`config.mk`:
```
export PLATFORM = sky130hd
export DESIGN_NAME = scfl_fit
export DESIGN_NICKNAME = d
export VERILOG_FILES = /design/src/scfl_pkg.sv /design/src/scfl_fit.sv
export SDC_FILE = /design/constraint.sdc
export NUM_CORES = 1
export LEC_CHECK = 0
export BUFFER_PORTS_ARGS = -buffer_cell sky130_fd_sc_hd__buf_2
export CAP_MARGIN = 20
export CORE_AREA = 2 2 39 41
export DETAILED_ROUTE_END_ITERATION = 7
export DIE_AREA = 0 0 41 43
export PLACE_DENSITY = 0.66
export SLEW_MARGIN = 20
export SYNTH_ARGS = -nofsm -noshare
export SYNTH_HDL_FRONTEND = slang
export SYNTH_SLANG_ARGS = --single-unit
```
`constraint.sdc`:
```
create_clock -name vclk -period 3.5
set_clock_uncertainty 0.2 [all_clocks]
set_input_delay 0.7 -clock vclk [all_inputs]
set_output_delay 0.7 -clock vclk [all_outputs]
set_load 0.005 [all_outputs]
```
`src/scfl_pkg.sv`:
```
package scfl_pkg;

  localparam int unsigned AddrW = 19;
  localparam int unsigned WordW = 16;
  localparam int unsigned ClsW = 5;
  localparam int unsigned MaxClasses = 16;
  localparam logic [AddrW-1:0] TagBytes = 19'd8;

  typedef enum logic [1:0] {
    StatusOk = 2'd0,
    StatusTooLarge = 2'd1,
    StatusNoPages = 2'd2
  } status_e;

  localparam logic OpAlloc = 1'b0;
  localparam logic OpFree = 1'b1;

  typedef struct packed {
    logic op;
    logic [15:0] request_bytes;
    logic [AddrW-1:0] chunk_address;
  } req_t;

  typedef struct packed {
    logic [AddrW-1:0] granted_address;
    logic [1:0] status;
  } rsp_t;

  function automatic logic [12:0] class_size(input logic [3:0] idx);
    logic [12:0] s;
    case (idx)
      4'd0: s = 13'd16;
      4'd1: s = 13'd24;
      4'd2: s = 13'd32;
      4'd3: s = 13'd48;
      4'd4: s = 13'd64;
      4'd5: s = 13'd96;
      4'd6: s = 13'd128;
      4'd7: s = 13'd192;
      4'd8: s = 13'd256;
      4'd9: s = 13'd384;
      4'd10: s = 13'd512;
      4'd11: s = 13'd768;
      4'd12: s = 13'd1024;
      4'd13: s = 13'd1536;
      4'd14: s = 13'd2048;
      default: s = 13'd3072;
    endcase
    return s;
  endfunction

endpackage

```
`src/scfl_fit.sv`:
```
module scfl_fit #(
  parameter int unsigned CLASS_COUNT = 16
) (
  input  logic [16:0] bytes_i,
  output logic [4:0]  class_o
);
  import scfl_pkg::*;

  // smallest class with size >= bytes, CLASS_COUNT when none fits
  always_comb begin
    class_o = 5'(CLASS_COUNT);
    for (int i = CLASS_COUNT - 1; i >= 0; i--) begin
      if (bytes_i <= {4'd0, class_size(4'(i))}) begin
        class_o = 5'(i);
      end
    end
  end
endmodule

```
==> results.toml, run 1 <==
[placement]
post-dp-hpwl_um = 1080
dp_cells = 104
postPlaceCellArea_um2 = 547
gp_congestion = 0.818
io_buffers = 22

[final_layout]
fin_nets = 107
mostFrequentLayoutCells = "22 x buf_2, 7 x o21ai_0, 6 x nor2_1"
final_common_cell = "buf_2"
regArea_um2 = 0
design.seq.count = 0
syn2layout_area_growth_pct = 25.6
fin_cells = 104
antenna_cells = 0
stdcell_area_um2 = 547
drive_gt1_share_pct = 29.5
clkbuf_count = 0

[drt]
num_vias = 645
antenna_left = 0
met2_length_um = 587
wl_per_cell_um = 12.8
wirelength_um = 1330
first_pass_iters = 4
drtIter0Drc = 14
route.detailed.drc = 0
wl_met3_um = 105
wl_met1_um = 633
via_per_inst = 6.20
top_layer = "met3"

[timing]
post-route-min-period_ns = 3.36
finalCritPeriodShare_pct = 96.1
hold_viol = 0
slew_headroom_pct = 62.9
rsz0062_at_grt = "no"
holdWs_ns = 1.60
max_freq_ghz = 0.297
slew_violations = 0
setup_violations = 0
fin_setup_tns_ns = 0
worst-slew-pin-transition_ns = 0.551

[power_and_ir_drop]
powerDensity_nw_per_um2 = 77.7
ir_worst_vdd_uv = 36.2
p_leak_nw = 0.192

[synthesis]
synth_area_leaders = "o21ai_0 8.0%, nand4_1 7.2%, nor4_1 7.2%, nor3b_1 6.9%, clkbuf_1 6.0%"
yosysSeqAreaShare_pct = 0
syn_avg_cell_area_um2 = 6.05
syn_nets = 89
synth_largest_area_cell = "o21ai_0"
synth_top_area_share_pct = 8.05
synth_cell_types = 29
ys_warn_count = 0
syn_area_um2 = 435
synth_cells = 72

[worst_setup_path]
end_kind = "primary output"
cp.required_ns = 2.60
critPathKind = "primary input to primary output"
crit_buf_inv = 2
cpPeakStageDelay_ns = 0.55
critPathArrivalTime_ns = 2.46
cp_top_family = "simple AND/OR/NAND/NOR gates"
path_common_cell = "buf_2"
path_cells = "buf_2, or4_4, or3_4, a311o_1, a211oi_1, buf_2"
crit_fanout = 5
critPathLaunchType = "primary input"
cpMaxStageDelayCell = "or4_4"

[die]
die_w_um = 41
rows = 14
core-area_um2 = 1380
die_area_um2 = 1760
pin_count = 22
die_h_um = 43
start_util_pct = 31.5

[hold_path]
hold_path_class = "primary input to primary output"

[global_routing]
grt_pass1_vias = 521
grt_usage_pct = 16.4
overflow = 0
grt_pass1_wl_um = 2160
antenna_found_initial = 0
grt_max_degree = 16

[outcome]
status = "complete, no violations"

[clocking]
ctsResizeCount = 0
cts_setup_buffers = 0
cts_hold_buf = 0

[job]
cap_violations = 0
## area by class of cell
class,instances,area [µm²]
tap,16,20.0
timing repair buffer,23,118
fill,159,837
multi-input combinational,65,409
## synth_stat cells, types with 2 or more instances
cell type,count
a211oi_1,2
a21oi_1,2
a311oi_1,2
a31oi_1,3
clkbuf_1,7
nand2_1,5
nand3_1,2
nand4_1,5
nor2_1,6
nor3_1,5
nor3b_1,4
nor4_1,5
o21ai_0,7
or3_1,2
## logic make-up (layout without fill, tap and decap cells)
| group | count (synthesis) | in the layout | synth area share, % |
|---|---|---|---|
| AOI/OAI and AO/OA | 22 | 22 | 34.8 |
| buffers and inverters | 7 | 23 | 6.04 |
| muxes | 1 | 1 | 2.30 |
| and+or+nand+nor | 42 | 42 | 56.9 |
## final timing paths
path	cells past startpoint	slack (ns)	end	start
min	4	1.60	class_o[4]	bytes_i[12]
max	6	0.14	class_o[2]	bytes_i[0]
## stage by stage
stage	power (mW)	utilization [%]	setup slack, ns
3_5_place_dp	0.0423	39.5	0.132
4_1_cts	0.0424	39.5	0.129
6_report	0.0425	39.5	0.137
2_1_floorplan	0.0252	-	0.395
3_3_place_gp	0.0415	39.5	0.162
5_1_grt	0.0482	39.5	0.0533
## report_power, final
part | switching [mW] | internal, mW | leakage, nW | total [mW]
logic | 0.0253 | 0.0172 | 0.192 | 0.0425
registers | 0 | 0 | 0 | 0
clock network | 0 | 0 | 0 | 0
total | 0.0253 | 0.0172 | 0.192 | 0.0425
## layer usage
layer,vias up,track usage (%)
met4,0,0
met1,283,25.0
li1,332,-
met5,-,0
met3,0,0
met2,30,26.6
Note: power is estimated with default switching activity, not from simulation.
==> inputs of run 2 (changes only) <==
--- a/config.mk
+++ b/config.mk
@@ -5,6 +5,7 @@
 export SDC_FILE = /design/constraint.sdc
 export NUM_CORES = 1
 export LEC_CHECK = 0
+export ABC_CLOCK_PERIOD_IN_PS = 3500
 export BUFFER_PORTS_ARGS = -buffer_cell sky130_fd_sc_hd__buf_2
 export CAP_MARGIN = 20
 export CORE_AREA = 2 2 39 41
==> constraint.sdc (replaced) <==
create_clock -name vclk -period 3.5
set_clock_uncertainty 0.2 [all_clocks]
set_input_delay 0.175 -clock vclk [all_inputs]
set_output_delay 0.175 -clock vclk [all_outputs]
set_load 0.005 [all_outputs]
==> results.toml, run 2 (synthesis results as in run 1) <==
[final_layout]
mostFrequentLayoutCells = "22 x buf_2, 7 x o21ai_0, 6 x nor2_1"
multi_input_area_um2 = 409
design.seq.count = 0
fill_cells = 154
drive_gt1_share_pct = 29.5
syn2layout_area_growth_pct = 25.6
antenna_cells = 0
fin_cells = 104
clkbuf_count = 0
regArea_um2 = 0
final_common_cell = "buf_2"
fin_nets = 107

[placement]
io_buffers = 22
dp_cells = 104
post-dp-hpwl_um = 1060
gp_congestion = 0.810

[drt]
wl_per_cell_um = 12.6
first_pass_iters = 4
drtIter0Drc = 25
antenna_left = 0
wirelength_um = 1320
route.detailed.drc = 0
via_per_inst = 6.01
num_vias = 625

[timing]
max_freq_ghz = 0.435
worst-slew-pin-transition_ns = 0.523
slew_violations = 0
fin_setup_tns_ns = 0
post-route-min-period_ns = 2.30
slew_headroom_pct = 64.8
finalCritPeriodShare_pct = 65.7
rsz0062_at_grt = "no"
hold_viol = 0
setup_violations = 0

[power_and_ir_drop]
powerDensity_nw_per_um2 = 77.5
p_leak_nw = 0.192
ir_worst_vdd_uv = 47.3

[die]
die_area_um2 = 1760
pin_count = 22
die_w_um = 41
core-area_um2 = 1380
die_h_um = 43
rows = 14
start_util_pct = 31.5

[hold_path]
hold_path_class = "primary input to primary output"
min_path_cells = 4
min_from = "bytes_i[12]"
holdPathEnd = "class_o[4]"

[global_routing]
antenna_found_initial = 0
grt_pass1_vias = 495
grt_max_degree = 16
grt_pass1_wl_um = 2100
overflow = 0
grt_usage_pct = 15.9

[outcome]
status = "complete, no violations"

[clocking]
cts_hold_buf = 0
cts_setup_buffers = 0
ctsResizeCount = 0

[worst_setup_path]
cp.required_ns = 3.12
crit_fanout = 5
critPathKind = "primary input to primary output"
end_kind = "primary output"
critPathLaunchType = "primary input"
critPathArrivalTime_ns = 1.92

[job]
cap_violations = 0
run 2: cell counts in the layout (fill, tap and decap cells not counted):
Identical to the previous run, type by type.
run 2: critical path, cell delays in order:
cell and delay (ns):
buf_2 0.11, or4_4 0.55, or3_4 0.36, a311o_1 0.40
a211oi_1 0.19, buf_2 0.14
run 2: cell type report:
class,count,area share (%)
tap,16,3.66
multi-input combinational,65,74.8
timing repair buffer,23,21.5
run 2: power breakdown:
group,total [mW],switching [mW],internal (mW)
combinational,0.0424,0.0252,0.0172
sequential,0,0,0
clock,0,0,0
total,0.0424,0.0252,0.0172
run 2: through the flow:
stage | util [%] | power (mW) | hold WS [ns] | worst slack, ns | area [µm²]
floorplan | - | 0.0252 | 0.315 | 1.45 | 435
CTS | 39.5 | 0.0424 | 0.568 | 1.19 | 547
detailed placement | 39.5 | 0.0422 | 0.568 | 1.19 | 547
global route | 39.5 | 0.0479 | 0.602 | 1.12 | 547
finish | 39.5 | 0.0424 | 0.559 | 1.20 | 547
global placement | 39.5 | 0.0414 | 0.551 | 1.21 | 547
run 2: worst max path at each step:
stage | startpoint | slack [ns] | to
after floorplan | bytes_i[0] | 1.45 | class_o[2]
after global placement | bytes_i[0] | 1.21 | class_o[2]
after detailed placement | bytes_i[0] | 1.19 | class_o[2]
after CTS | bytes_i[0] | 1.19 | class_o[2]
after global routing | bytes_i[0] | 1.12 | class_o[2]
final | bytes_i[0] | 1.20 | class_o[2]
run 2: layer usage:
| layer | up-vias | track usage, % | share of wire, % |
|---|---|---|---|
| met5 | - | 0 | 0 |
| met3 | 0 | 0 | 7.8 |
| met1 | 273 | 25.3 | 48 |
| met4 | 0 | 0 | 0 |
| met2 | 24 | 24.7 | 44 |
| li1 | 328 | - | - |
